File: src/hw/rtl/irpd_pkg.sv
// Package for the pulse-distance IR frame decoder: widths, reset values,
// status and register codes, and the structs passed between modules.
// Depends on nothing; every other file of the decoder refers to it.
`timescale 1ns / 1ps

package irpd_pkg;

  // Width of a gap as the decoder sees it.
  localparam int unsigned GAP_BITS     = 18;
  localparam int unsigned THR_BITS     = 18;
  localparam int unsigned ADDR_BITS    = 16;
  localparam int unsigned CMD_BITS     = 16;
  localparam int unsigned COUNT_BITS   = 7;
  localparam int unsigned SHIFT_BITS   = ADDR_BITS + CMD_BITS;
  localparam int unsigned TAKEN_BITS   = 6;
  localparam int unsigned CFG_IDX_BITS = 2;
  localparam int unsigned CFG_DATA_BITS = 18;

  // Register reset values.
  localparam logic [THR_BITS-1:0]   LEADER_THR_RESET = THR_BITS'(8000);
  localparam logic [THR_BITS-1:0]   ONE_THR_RESET    = THR_BITS'(1700);
  localparam logic [ADDR_BITS-1:0]  ADDR_RESET       = '0;
  localparam logic [COUNT_BITS-1:0] EDGES_RESET      = COUNT_BITS'(50);

  // Number of bits that make up a full frame.
  localparam logic [TAKEN_BITS-1:0] FRAME_BITS = TAKEN_BITS'(SHIFT_BITS);

  // Register indexes on the configuration port.
  typedef enum logic [CFG_IDX_BITS-1:0] {
    REG_LEADER_THR = 2'd0,
    REG_ONE_THR    = 2'd1,
    REG_EXP_ADDR   = 2'd2,
    REG_EDGES      = 2'd3
  } reg_idx_t;

  // Frame status codes.
  typedef enum logic [1:0] {
    STATUS_OK        = 2'd0,
    STATUS_NO_LEADER = 2'd1,
    STATUS_SHORT     = 2'd2,
    STATUS_ADDR_MISS = 2'd3
  } status_t;

  // Configuration as seen by the frame core.
  typedef struct packed {
    logic [THR_BITS-1:0]   leader_thr;
    logic [THR_BITS-1:0]   one_thr;
    logic [ADDR_BITS-1:0]  exp_addr;
    logic [COUNT_BITS-1:0] edges;
  } cfg_t;

  // One decoded frame.
  typedef struct packed {
    status_t              status;
    logic [ADDR_BITS-1:0] address;
    logic [CMD_BITS-1:0]  command;
  } frame_t;

endpackage

File: src/hw/rtl/irpd_gap_if.sv
// Valid/ready channel that carries one edge gap into the decoder.
// Depends on irpd_pkg for the gap width.
`timescale 1ns / 1ps

interface irpd_gap_if;
  logic                          valid;
  logic                          ready;
  logic [irpd_pkg::GAP_BITS-1:0] gap_us;

  modport source (output valid, output gap_us, input ready);
  modport sink (input valid, input gap_us, output ready);
endinterface

File: src/hw/rtl/irpd_frame_if.sv
// Valid/ready channel that carries one decoded frame out of the decoder.
// Depends on irpd_pkg for the field widths.
`timescale 1ns / 1ps

interface irpd_frame_if;
  logic                           valid;
  logic                           ready;
  logic [1:0]                     frame_status;
  logic [irpd_pkg::ADDR_BITS-1:0] address_code;
  logic [irpd_pkg::CMD_BITS-1:0]  command_code;

  modport source (output valid, output frame_status, output address_code,
                  output command_code, input ready);
  modport sink (input valid, input frame_status, input address_code,
                input command_code, output ready);
endinterface

File: src/hw/rtl/irpd_frame_core.sv
// Frame state of the decoder: gap count, leader flag and bit shifter,
// updated once per step, with the frame verdict worked out alongside.
// Depends on irpd_pkg.
`timescale 1ns / 1ps

module irpd_frame_core (
  input  logic                          clk,
  input  logic                          rst,
  input  logic                          step,
  input  logic [irpd_pkg::GAP_BITS-1:0] gap,
  input  irpd_pkg::cfg_t                cfg,
  output logic                          emit,
  output irpd_pkg::frame_t              frame
);

  logic [irpd_pkg::COUNT_BITS-1:0] gap_counter, gap_counter_next;
  logic                            leader_seen, leader_seen_next;
  logic [irpd_pkg::TAKEN_BITS-1:0] bits_taken, bits_taken_next;
  logic [irpd_pkg::SHIFT_BITS-1:0] bit_shifter, bit_shifter_next;
  logic [irpd_pkg::COUNT_BITS-1:0] target;
  logic [irpd_pkg::ADDR_BITS-1:0]  addr_bits;
  logic                            one_bit;

  // Next frame state for the gap in hand, and the verdict if it ends the frame.
  always_comb begin
    leader_seen_next = leader_seen;
    bits_taken_next  = bits_taken;
    bit_shifter_next = bit_shifter;
    one_bit          = (gap > cfg.one_thr);
    if (!leader_seen) begin
      if (gap > cfg.leader_thr) begin
        leader_seen_next = 1'b1;
      end
    end else if (bits_taken < irpd_pkg::FRAME_BITS) begin
      bit_shifter_next = {bit_shifter[irpd_pkg::SHIFT_BITS-2:0], one_bit};
      bits_taken_next  = bits_taken + 1'b1;
    end

    gap_counter_next = gap_counter + 1'b1;
    target = (cfg.edges == '0) ? irpd_pkg::COUNT_BITS'(1) : cfg.edges;
    emit   = (gap_counter_next >= target);

    addr_bits = bit_shifter_next[irpd_pkg::SHIFT_BITS-1:irpd_pkg::CMD_BITS];
    frame.address = '0;
    frame.command = '0;
    if (!leader_seen_next) begin
      frame.status = irpd_pkg::STATUS_NO_LEADER;
    end else if (bits_taken_next < irpd_pkg::FRAME_BITS) begin
      frame.status = irpd_pkg::STATUS_SHORT;
    end else begin
      frame.address = addr_bits;
      frame.command = bit_shifter_next[irpd_pkg::CMD_BITS-1:0];
      frame.status  = (addr_bits == cfg.exp_addr) ? irpd_pkg::STATUS_OK
                                                  : irpd_pkg::STATUS_ADDR_MISS;
    end
  end

  // State registers; a finished frame starts the next one from scratch.
  always_ff @(posedge clk) begin
    if (rst) begin
      gap_counter <= '0;
      leader_seen <= 1'b0;
      bits_taken  <= '0;
      bit_shifter <= '0;
    end else if (step) begin
      if (emit) begin
        gap_counter <= '0;
        leader_seen <= 1'b0;
        bits_taken  <= '0;
        bit_shifter <= '0;
      end else begin
        gap_counter <= gap_counter_next;
        leader_seen <= leader_seen_next;
        bits_taken  <= bits_taken_next;
        bit_shifter <= bit_shifter_next;
      end
    end
  end

endmodule

File: src/hw/rtl/ir_pulse_distance_frame_decoder.sv
// Pulse-distance IR frame decoder: gaps in, one frame verdict per frame out.
// A gap that ends a frame passes the input register, then the result register.
// Throughput: one gap per cycle, set by the single-step frame core between the
// input and result registers; a stalled result stops the flow and holds one gap.
// Reset (sync, rst high) loads register defaults, clears valid flags and core state.
// Depends on irpd_pkg, irpd_gap_if, irpd_frame_if and irpd_frame_core.
`timescale 1ns / 1ps

module ir_pulse_distance_frame_decoder (
  input  logic                               clk,
  input  logic                               rst,
  input  logic                               cfg_write,
  input  logic [irpd_pkg::CFG_IDX_BITS-1:0]  cfg_index,
  input  logic [irpd_pkg::CFG_DATA_BITS-1:0] cfg_data,
  irpd_gap_if.sink                           gap_in,
  irpd_frame_if.source                       frame_out
);

  irpd_pkg::cfg_t                cfg;
  logic                          in_valid;
  logic [irpd_pkg::GAP_BITS-1:0] in_gap;
  logic                          out_valid;
  irpd_pkg::frame_t              out_frame;
  logic                          advance;
  logic                          emit;
  irpd_pkg::frame_t              frame;

  // Configuration registers.
  always_ff @(posedge clk) begin
    if (rst) begin
      cfg.leader_thr <= irpd_pkg::LEADER_THR_RESET;
      cfg.one_thr    <= irpd_pkg::ONE_THR_RESET;
      cfg.exp_addr   <= irpd_pkg::ADDR_RESET;
      cfg.edges      <= irpd_pkg::EDGES_RESET;
    end else if (cfg_write) begin
      case (irpd_pkg::reg_idx_t'(cfg_index))
        irpd_pkg::REG_LEADER_THR: cfg.leader_thr <= cfg_data[irpd_pkg::THR_BITS-1:0];
        irpd_pkg::REG_ONE_THR:    cfg.one_thr    <= cfg_data[irpd_pkg::THR_BITS-1:0];
        irpd_pkg::REG_EXP_ADDR:   cfg.exp_addr   <= cfg_data[irpd_pkg::ADDR_BITS-1:0];
        irpd_pkg::REG_EDGES:      cfg.edges      <= cfg_data[irpd_pkg::COUNT_BITS-1:0];
        default: ;
      endcase
    end
  end

  // The held gap moves on whenever the result register is free or being emptied.
  assign advance      = in_valid && (!out_valid || frame_out.ready);
  assign gap_in.ready = !in_valid || advance;

  // Input register.
  always_ff @(posedge clk) begin
    if (rst) begin
      in_valid <= 1'b0;
    end else if (gap_in.ready) begin
      in_valid <= gap_in.valid;
    end
  end

  always_ff @(posedge clk) begin
    if (gap_in.valid && gap_in.ready) begin
      in_gap <= gap_in.gap_us;
    end
  end

  irpd_frame_core u_core (
    .clk   (clk),
    .rst   (rst),
    .step  (advance),
    .gap   (in_gap),
    .cfg   (cfg),
    .emit  (emit),
    .frame (frame)
  );

  // Result register.
  always_ff @(posedge clk) begin
    if (rst) begin
      out_valid <= 1'b0;
    end else if (advance && emit) begin
      out_valid <= 1'b1;
    end else if (frame_out.ready) begin
      out_valid <= 1'b0;
    end
  end

  always_ff @(posedge clk) begin
    if (advance && emit) begin
      out_frame <= frame;
    end
  end

  assign frame_out.valid        = out_valid;
  assign frame_out.frame_status = out_frame.status;
  assign frame_out.address_code = out_frame.address;
  assign frame_out.command_code = out_frame.command;

endmodule
File: src/flat_wrapper.sv
// flat-port wrapper written by rule: the top's interface ports become plain ports
module ir_pulse_distance_frame_decoder_flat 
  (clk, rst, cfg_write, cfg_index, cfg_data, gap_in_valid, gap_in_gap_us, gap_in_ready, frame_out_valid, frame_out_frame_status, frame_out_address_code, frame_out_command_code, frame_out_ready);
  irpd_gap_if gap_in_i ();
  irpd_frame_if frame_out_i ();
  input  logic clk;
  input  logic rst;
  input  logic cfg_write;
  input  logic [irpd_pkg::CFG_IDX_BITS-1:0] cfg_index;
  input  logic [irpd_pkg::CFG_DATA_BITS-1:0] cfg_data;
  input wire logic [$bits(gap_in_i.valid)-1:0] gap_in_valid;
  input wire logic [$bits(gap_in_i.gap_us)-1:0] gap_in_gap_us;
  output wire logic [$bits(gap_in_i.ready)-1:0] gap_in_ready;
  output wire logic [$bits(frame_out_i.valid)-1:0] frame_out_valid;
  output wire logic [$bits(frame_out_i.frame_status)-1:0] frame_out_frame_status;
  output wire logic [$bits(frame_out_i.address_code)-1:0] frame_out_address_code;
  output wire logic [$bits(frame_out_i.command_code)-1:0] frame_out_command_code;
  input wire logic [$bits(frame_out_i.ready)-1:0] frame_out_ready;
  assign gap_in_i.valid = gap_in_valid;
  assign gap_in_i.gap_us = gap_in_gap_us;
  assign gap_in_ready = gap_in_i.ready;
  assign frame_out_valid = frame_out_i.valid;
  assign frame_out_frame_status = frame_out_i.frame_status;
  assign frame_out_address_code = frame_out_i.address_code;
  assign frame_out_command_code = frame_out_i.command_code;
  assign frame_out_i.ready = frame_out_ready;
  ir_pulse_distance_frame_decoder u_core (.clk(clk), .rst(rst), .cfg_write(cfg_write), .cfg_index(cfg_index), .cfg_data(cfg_data), .gap_in(gap_in_i), .frame_out(frame_out_i));
endmodule
File: config.mk
export PLATFORM = sky130hd
export DESIGN_NAME = ir_pulse_distance_frame_decoder_flat
export DESIGN_NICKNAME = d
export VERILOG_FILES = /design/src/hw/rtl/irpd_pkg.sv /design/src/hw/rtl/irpd_gap_if.sv /design/src/hw/rtl/irpd_frame_if.sv /design/src/hw/rtl/irpd_frame_core.sv /design/src/hw/rtl/ir_pulse_distance_frame_decoder.sv /design/src/flat_wrapper.sv
export SDC_FILE = /design/constraint.sdc
export NUM_CORES = 1
export LEC_CHECK = 0
export BUFFER_PORTS_ARGS = -buffer_cell sky130_fd_sc_hd__clkbuf_2
export CAP_MARGIN = 20
export CORE_UTILIZATION = 58
export CTS_BUF_LIST = sky130_fd_sc_hd__clkbuf_8
export DETAILED_ROUTE_END_ITERATION = 12
export PLACE_DENSITY_LB_ADDON = 0.12
export SYNTH_ARGS = -nofsm -noshare
export SYNTH_HDL_FRONTEND = slang
export SYNTH_SLANG_ARGS = --single-unit
File: constraint.sdc
create_clock -name clk -period 3.3 [get_ports clk]
set_input_delay 0.66 -clock clk [delete_from_list [all_inputs] [get_ports clk]]
set_output_delay 0.66 -clock clk [all_outputs]
set_load 0.1 [all_outputs]
==> flow_metrics.env, run 1 <==
export IMPL_status="finished clean"
export IMPL_crit_family="compound AO/OA/AOI/OAI gates"
export IMPL_ant_nets=0
export IMPL_critical_path_class="reg2reg"
export IMPL_synth_cells=769
export IMPL_crit_buf_inv=1
export IMPL_vias=5779
export IMPL_wl_per_cell_um=15.9
export IMPL_fin_crit_sh_pct=92.5
export IMPL_setup_violations_final=0
export IMPL_synth_top_family_by_area="compound AO/OA/AOI/OAI gates"
export IMPL_ys_flop_type="dfxtp_1"
export IMPL_portBuffers=78
export IMPL_layout_nets=924
export IMPL_min_period_ps=3050
export IMPL_slowest_delay_ps=420
export IMPL_synth_mux_area_share_pct=3.14
export IMPL_grt_pass1_vias=5483
export IMPL_rsz0062_at_grt="no"
export IMPL_worstReg2RegStart="u_core.u_core.gap_counter[0]"
export IMPL_cts_hold_repair_buffers=0
export IMPL_grt_usage_pct=26.2
export IMPL_gp_congestion=0.946
export IMPL_start_util_pct=60.5
export IMPL_cts_setup_buffers=0
export IMPL_hp_class="in2reg"
export IMPL_synth_seq_area_share_pct=50.2
export IMPL_syn_nets=857
export IMPL_end_kind="register"
export IMPL_p_leak_nw=3.29
export IMPL_critPathSlowestCell="dfxtp_1"
export IMPL_diodes=0
export IMPL_tightest_slew_ps=1000
export IMPL_whs_endpoint="u_core.in_gap[11]"
export IMPL_drcViolationCount=0
export IMPL_clkSinkCount=159
export IMPL_rr_worst_depth=11
export IMPL_syn_avg_cell_area_um2=9.60
export IMPL_clock_fmax_mhz=328
export IMPL_die_area_um2=13200
export IMPL_relSlewSlack_pct=33.0
export IMPL_cts_tree="done"
export IMPL_fill_cells=1022
export IMPL_synth_top_area_share_pct=29.0
export IMPL_ys_async_sr_fraction_pct=0
export IMPL_clk_path_buf_depth=2
export IMPL_multi_input_area_um2=3280
export IMPL_slew_violations=0
export IMPL_synthAdderAreaFrac_pct=7.63
export IMPL_worstSetupStartpoint="u_core.u_core.gap_counter[0]"
export IMPL_synthSimpleGateAreaFrac_pct=13.9
export IMPL_synth_edf_count=52
export IMPL_worst_ep_required_time_ps=3670
export IMPL_synth_xor_area_share_pct=2.25
export IMPL_cts_made_buffers=17
export IMPL_drt_iter0_drc=456
export IMPL_dieWidth_um=115
export IMPL_vdd_drop_max_uv=333
export IMPL_antenna_found_initial=0
export IMPL_drive_gt1_share_pct=16.0
export IMPL_holdCritStartpoint="gap_in_gap_us[11]"
export IMPL_cap_violations=0
export IMPL_die_h_um=115
export IMPL_ios=79
export IMPL_power_density_nw_per_um2=463
export IMPL_path_cells="ha_1, nand3_1, xnor2_1, ha_1, a21o_1, a211o_1, a211o_1, a21oi_2, buf_4, a21oi_1, a311oi_1"
export IMPL_rows=40
export IMPL_drt_first_pass_iters=5
export IMPL_ys_seq_elements=159
export IMPL_grt_pass1_wl_um=26500
export IMPL_viasPerCell=5.68
export IMPL_overflow=0
export IMPL_cts_root_buffer="clkbuf_8"
export IMPL_synth_common_cells="nand2_1 (124), dfxtp_1 (107), a21oi_1 (75)"
export IMPL_crit_arrival_ps=3420
export IMPL_synthesis_area_um2=7380
export IMPL_clk_latency_ps=460
export IMPL_synth_compound_area_share_pct=17.4
export IMPL_startpoint_type="register"
export IMPL_path_clk_slew_ps=90
export IMPL_holdPathStages=1
export IMPL_area_growth_syn_to_layout_pct=12.4
export IMPL_setup_tns_ps=0
export IMPL_fin_skew_ps=10.1
export IMPL_post_dp_hpwl_um=11600
export IMPL_ys_warnings_count=0
export IMPL_hold_viol=0
export IMPL_synth_top_cells_by_area="dfxtp_1 (29%), edfxtp_1 (21%), ha_1 (7.6%), nand2_1 (6.3%), a21oi_1 (5.1%)"
export IMPL_post_cts_resized=0
export IMPL_final_util_pct=67.9
export IMPL_grt_max_degree=61
export IMPL_wl_um=16200
export IMPL_seqCellArea_um2=3700
export IMPL_yosysMostFrequentCell="nand2_1"
export IMPL_ys_types=56
export IMPL_cp_max_fo=8
export IMPL_synth_top_area_cell="dfxtp_1"
export IMPL_coreArea_um2=12200
export IMPL_reg2reg_slack_ps=250
export IMPL_cts_htree_levels=4
export IMPL_r2r_end="u_core.u_core.gap_counter[3]"
export IMPL_whs_ps=365
cells in the final DEF, fill, tap and decap left out, types with 21 or more instances in the layout:
| master | instances |
|---|---|
| a21oi_1 | 74 |
| a22o_1 | 32 |
| clkbuf_2 | 78 |
| dfxtp_1 | 107 |
| edfxtp_1 | 52 |
| ha_1 | 45 |
| inv_1 | 61 |
| mux2i_1 | 22 |
| nand2_1 | 124 |
| nor2_1 | 21 |
| nor3_1 | 35 |
worst max-delay path by stage:
stage,cells after the start,end
final,11,u_core.u_core.gap_counter[3]
after detailed placement,11,u_core.u_core.gap_counter[3]
after global routing,11,u_core.u_core.gap_counter[4]
after CTS,11,u_core.u_core.gap_counter[3]
after global placement,11,u_core.u_core.gap_counter[4]
after floorplan,2,u_core.in_gap[0]
power by group:
group | internal (mW) | leakage [nW] | total, mW | switching, mW
logic | 0.134 | 1.82 | 0.357 | 0.223
registers | 2.06 | 1.28 | 2.09 | 0.0331
clock network | 0.620 | 0.189 | 1.39 | 0.767
cell type report:
class                   instances  area share (%)
clock inverters                15            1.84
clock buffers                  17            2.82
well taps                     168            2.53
flip-flops and latches        159            44.6
repair buffers                 91            5.88
inverters                      61            2.76
multi-input cells             506            39.5
metrics by stage:
step / worst slack [ps] / instances / power (mW) / area [um2]
3_3_place_gp: 433 / 985 / 2.48 / 7910
4_1_cts: 295 / 1017 / 3.87 / 8300
5_1_grt: 26.1 / 1017 / 3.99 / 8300
6_report: 248 / 1017 / 3.84 / 8300
2_1_floorplan: 289 / 769 / 2.37 / 7380
3_5_place_dp: 327 / 985 / 2.49 / 7910
cell families after synthesis:
kind of cell,after synthesis
and+or+nand+nor,229
DFF,159
buffers and inverters,104
AOI/OAI and AO/OA,190
muxes,23
xor gates and xnor gates,19
adders and majority gates,45
flip-flops by register name (all words and copies together) (netlist names):
signal                         cells
u_core.frame_out.frame_status      2
u_core.frame_out.valid             1
u_core.frame_out.command_code     16
u_core.u_core.bits_taken           6
u_core.u_core.bit_shifter         32
u_core.cfg                        59
u_core.frame_out.address_code     16
u_core.u_core.gap_counter          7
u_core.u_core.leader_seen          1
u_core.in_valid                    1
u_core.in_gap                     18
metal layers:
metal / global-route usage, % / vias up / wire (um)
li1: - / 2882 / -
met3: 4.74 / 29 / 630
met4: 11.2 / 0 / 379
met5: 0 / - / 0
met1: 33.0 / 2721 / 7260
met2: 44.6 / 147 / 7890
Note: power is estimated with default switching activity, not from simulation.
==> run 2: changes to the inputs <==
- CAP_MARGIN: 20 -> 5
- PLACE_DENSITY: not set -> 0.79
- PLACE_DENSITY_LB_ADDON: 0.12 -> not set
==> run 2 against run 1 <==
Effect of this change:
- total power up 3.2%
- sequential power hardly changed
- wire length hardly changed
- setup slack improved by 34 ps
- clock-buffer cell count is the same
- flip-flop and latch count unchanged
- largest power group unchanged
==> flow_metrics.env, run 2 (same netlist as run 1, synthesis figures left out) <==
export IMPL_grt_pass1_vias=5517
export IMPL_worst_ep_required_time_ps=3670
export IMPL_ios=79
export IMPL_fin_area_um2=8340
export IMPL_cts_made_buffers=17
export IMPL_clk_latency_ps=470
export IMPL_cts_setup_buffers=0
export IMPL_post_cts_resized=0
export IMPL_clkSinkCount=159
export IMPL_fin_skew_ps=10.9
export IMPL_path_cells="ha_1, nand3_1, xnor2_1, ha_1, a21o_1, a211o_1, a211o_1, a21oi_4, a31oi_1, a311oi_1"
export IMPL_grt_usage_pct=25.8
export IMPL_path_clk_slew_ps=90
export IMPL_largest_reg_flops=59
export IMPL_drt_first_pass_iters=7
export IMPL_relSlewSlack_pct=38.4
export IMPL_drcViolationCount=0
export IMPL_r2r_end="u_core.u_core.bits_taken[3]"
export IMPL_grt_pass1_wl_um=25900
export IMPL_clk_path_buf_depth=2
export IMPL_hp_class="in2reg"
export IMPL_critPathSlowestCell="dfxtp_1"
export IMPL_holdCritStartpoint="gap_in_gap_us[17]"
export IMPL_tightest_slew_ps=920
export IMPL_grt_max_degree=61
export IMPL_diodes=0
export IMPL_layout_nets=923
export IMPL_slowest_delay_ps=410
export IMPL_critical_path_class="reg2reg"
export IMPL_coreArea_um2=12200
export IMPL_reg_top3="u_core.cfg x59, u_core.u_core.bit_shifter x32, u_core.in_gap x18"
export IMPL_area_growth_syn_to_layout_pct=13.0
export IMPL_hold_viol=0
export IMPL_end_kind="register"
export IMPL_slew_violations=0
export IMPL_dieWidth_um=115
export IMPL_start_util_pct=60.5
export IMPL_cts_hold_repair_buffers=0
export IMPL_wl_um=16100
export IMPL_fill_cells=991
export IMPL_portBuffers=78
export IMPL_mostFrequentLayoutCell="nand2_1"
export IMPL_multi_input_area_um2=3290
export IMPL_vdd_drop_max_uv=294
export IMPL_worstReg2RegStart="u_core.u_core.gap_counter[0]"
export IMPL_post_dp_hpwl_um=11700
export IMPL_startpoint_type="register"
export IMPL_total_power_mw=3.96
export IMPL_top_register="u_core.cfg"
export IMPL_cts_htree_levels=4
export IMPL_vias=5865
export IMPL_clock_fmax_mhz=331
export IMPL_cts_root_buffer="clkbuf_8"
export IMPL_die_area_um2=13200
export IMPL_wl_per_cell_um=15.9
export IMPL_fin_crit_sh_pct=91.4
export IMPL_rr_worst_depth=10
export IMPL_setup_violations_final=0
export IMPL_overflow=0
export IMPL_crit_arrival_ps=3380
export IMPL_rsz0062_at_grt="no"
export IMPL_holdPathStages=1
export IMPL_antenna_found_initial=0
export IMPL_power_density_nw_per_um2=475
export IMPL_final_cell_mix="nand2_1 (124), dfxtp_1 (107), clkbuf_2 (78), a21oi_1 (74), inv_1 (61)"
export IMPL_drt_iter0_drc=410
export IMPL_viasPerCell=5.77
export IMPL_status="finished clean"
export IMPL_seqCellArea_um2=3700
export IMPL_reg2reg_slack_ps=280
export IMPL_p_leak_nw=3.31
export IMPL_min_period_ps=3020
export IMPL_gp_congestion=0.951
export IMPL_rows=40
export IMPL_placed_cell_area_um2=7920
export IMPL_cap_violations=0
export IMPL_cts_tree="done"
export IMPL_die_h_um=115
export IMPL_whs_endpoint="u_core.in_gap[17]"
export IMPL_setup_tns_ps=0
export IMPL_ant_nets=0
export IMPL_cp_max_fo=12
export IMPL_drive_gt1_share_pct=15.8
==> run 2: cell type report <==
type / instances / area share [%]
Sequential cell: 159 / 44.4
Multi-Input combinational cell: 506 / 39.4
Timing Repair Buffer: 90 / 5.91
Clock buffer: 17 / 2.80
Inverter: 61 / 2.74
Tap cell: 168 / 2.52
Clock inverter: 15 / 2.22
==> run 2: routing by layer <==
| metal | part of all wire (%) | GRT usage (%) | wire [um] |
|---|---|---|---|
| met2 | 48 | 43.2 | 7790 |
| met3 | 5.6 | 5.54 | 902 |
| met1 | 43 | 31.0 | 6910 |
| met4 | 3.3 | 14.5 | 539 |
| met5 | 0 | 0 | 0 |
==> run 2: power breakdown <==
group,internal (mW),leakage (nW),total [mW],switching [mW]
combinational,0.135,1.82,0.357,0.222
clock,0.758,0.208,1.51,0.749
sequential,2.06,1.28,2.09,0.0335
total,2.95,3.31,3.96,1.01
==> run 2: how the worst max path moves through the flow <==
stage                                 start  cells past startpoint                           to
3_3_place_gp   u_core.u_core.gap_counter[0]                     10  u_core.u_core.bits_taken[2]
4_1_cts        u_core.u_core.gap_counter[0]                     10  u_core.u_core.bits_taken[2]
6_report       u_core.u_core.gap_counter[0]                     10  u_core.u_core.bits_taken[3]
5_1_grt        u_core.u_core.gap_counter[0]                     10  u_core.u_core.bits_taken[2]
2_1_floorplan        u_core.frame_out.valid                      2             u_core.in_gap[0]
3_5_place_dp   u_core.u_core.gap_counter[0]                     10  u_core.u_core.bits_taken[2]
==> run 2: stage by stage <==
stage               hold slack [ps]  std cells  utilization, %  setup slack, ps
floorplan                       436        769               -              289
global placement                443        984            64.8              342
detailed placement              448        984            64.8              157
CTS                             342       1016            68.2              127
global route                    341       1016            68.3             79.4
finish                          358       1016            68.3              282
==> run 2: critical path: cells and delay by family (launching register included) <==
| kind | cells | cell delay [ps] |
|---|---|---|
| AOI/OAI and AO/OA | 6 | 1610 |
| and+or+nand+nor | 1 | 140 |
| adders and majority gates | 2 | 600 |
| DFF | 1 | 410 |
| xor gates and xnor gates | 1 | 150 |
==> run 3: changes to the inputs <==
- CORE_UTILIZATION: 58 -> 55
- MAX_ROUTING_LAYER: not set -> met4
- PLACE_DENSITY: 0.79 -> 0.75
==> run 3 against run 2 <==
Effect of this change:
- design area fell by 0.40%
- non-clock buffer count shrank 1
- wire length rose by 2.7%
- global-route usage increased by 0.083 points
- combinational power is essentially flat
- clock power about the same
- setup slack worse by 81 ps
- final cell count up 0.30%
- utilization decreased by 3.8 points
- largest power group unchanged
- highest routed layer unchanged
==> flow_metrics.env, run 3 (same netlist as run 1, synthesis figures left out) <==
export IMPL_cts_htree_levels=4
export IMPL_cts_setup_buffers=0
export IMPL_cp_max_fo=10
export IMPL_cts_hold_repair_buffers=0
export IMPL_power_density_nw_per_um2=473
export IMPL_clk_latency_ps=470
export IMPL_wl_um=16600
export IMPL_path_clk_slew_ps=90
export IMPL_relSlewSlack_pct=36.6
export IMPL_end_kind="register"
export IMPL_cap_violations=0
export IMPL_clock_power_share_pct=37.6
export IMPL_largest_reg_flops=59
export IMPL_swShare_pct=26.5
export IMPL_crit_family="compound AO/OA/AOI/OAI gates"
export IMPL_pwr_share_seq_pct=53.3
export IMPL_fin_skew_ps=7.04
export IMPL_die_h_um=118
export IMPL_setup_tns_ps=0
export IMPL_top_register="u_core.cfg"
export IMPL_grt_pass1_wl_um=27400
export IMPL_portBuffers=78
export IMPL_setup_violations_final=0
export IMPL_drcViolationCount=0
export IMPL_final_cell_mix="nand2_1 (124), dfxtp_1 (107), clkbuf_2 (78), a21oi_1 (74), inv_1 (61)"
export IMPL_grt_pass1_vias=5636
export IMPL_slew_violations=0
export IMPL_area_growth_syn_to_layout_pct=12.5
export IMPL_rsz0062_at_grt="no"
export IMPL_clkSinkCount=159
export IMPL_clock_fmax_mhz=323
export IMPL_crit_arrival_ps=3470
export IMPL_combPwrFrac_pct=9.1
export IMPL_worst_ep_required_time_ps=3670
export IMPL_start_util_pct=57.3
export IMPL_antenna_found_initial=0
export IMPL_crit_buf_inv=0
export IMPL_tightest_slew_ps=948
export IMPL_ant_nets=0
export IMPL_vias=5807
export IMPL_p_leak_nw=3.29
export IMPL_p_switching_mw=1.04
export IMPL_dieWidth_um=118
export IMPL_critPathSlowestCell="dfxtp_1"
export IMPL_drive_gt1_share_pct=15.8
export IMPL_diodes=0
export IMPL_cts_root_buffer="clkbuf_8"
export IMPL_vdd_drop_max_uv=281
export IMPL_status="finished clean"
export IMPL_gp_congestion=0.939
export IMPL_fill_cells=1074
export IMPL_clk_path_buf_depth=2
export IMPL_grt_usage_pct=25.8
export IMPL_cts_made_buffers=17
export IMPL_slowest_delay_ps=430
export IMPL_coreArea_um2=12900
export IMPL_overflow=0
export IMPL_grt_max_degree=61
export IMPL_power_internal_mw=2.89
export IMPL_fin_crit_sh_pct=93.9
export IMPL_reg_top3="u_core.cfg x59, u_core.u_core.bit_shifter x32, u_core.in_gap x18"
export IMPL_wl_per_cell_um=16.3
export IMPL_rows=41
export IMPL_min_period_ps=3100
export IMPL_die_area_um2=13900
export IMPL_ios=79
export IMPL_hp_class="in2reg"
export IMPL_drt_first_pass_iters=5
export IMPL_layout_nets=922
export IMPL_cts_tree="done"
export IMPL_drt_iter0_drc=307
export IMPL_hold_viol=0
export IMPL_critical_path_class="reg2reg"
export IMPL_final_util_pct=64.5
export IMPL_viasPerCell=5.70
export IMPL_startpoint_type="register"
export IMPL_mostFrequentLayoutCell="nand2_1"
export IMPL_post_dp_hpwl_um=12000
export IMPL_path_cells="ha_1, nand3_1, xnor2_1, ha_1, a21o_1, a211o_1, a211o_1, a21oi_2, a31oi_1, a311oi_1"
export IMPL_post_cts_resized=0
run 3: power by group through the flow:
| stage | clock (mW) | combinational, mW | sequential, mW |
|---|---|---|---|
| finish | 1.48 | 0.356 | 2.09 |
| global placement | 0 | 0.340 | 2.14 |
| detailed placement | 0 | 0.352 | 2.14 |
| global route | 1.58 | 0.399 | 2.10 |
| floorplan | 0 | 0.240 | 2.13 |
| CTS | 1.51 | 0.355 | 2.09 |
run 3: per-layer routing:
metal | vias up | GRT usage [%] | share of wire [%]
met3 | 31 | 4.75 | 5.2
li1 | 2876 | - | -
met4 | 0 | 12.3 | 2.9
met5 | - | - | 0
met2 | 178 | 41.4 | 48
met1 | 2722 | 31.6 | 44
run 3: path summary, 6_finish.rpt:
kind	from	to	slack [ps]	cells after the start
setup reg to reg	u_core.u_core.gap_counter[0]	u_core.u_core.bits_taken[3]	200	10
hold reg to reg	u_core.cfg[37]	u_core.cfg[37]	460	2
hold / removal	gap_in_gap_us[14]	u_core.in_gap[14]	360	1
setup / recovery	u_core.u_core.gap_counter[0]	u_core.u_core.bits_taken[3]	200	10
run 3: through the flow:
step	instances	cell area, um2	worst slack (ps)	power, mW	hold slack [ps]
after floorplan	769	7380	289	2.37	436
after global placement	987	7900	419	2.48	444
after detailed placement	987	7900	244	2.49	449
after CTS	1019	8310	226	3.96	325
after global routing	1019	8310	18.5	4.08	336
final	1019	8310	201	3.93	360
run 3: area by class of cell:
class                           instances  area [um2]  area share (%)
Sequential cell                       159        3700            44.6
Timing Repair Buffer                   89         473            5.69
Clock inverter                         15         174            2.09
Clock buffer                           17         234            2.82
Multi-Input combinational cell        506        3280            39.5
Inverter                               61         229            2.76
Tap cell                              172         215            2.59
run 3: worst register-to-register path, stage by stage (launching register included):
cell,delay (ps)
dfxtp_1,430
ha_1,280
nand3_1,140
xnor2_1,160
ha_1,310
a21o_1,170
a211o_1,340
a211o_1,340
a21oi_2,420
a31oi_1,150
a311oi_1,280
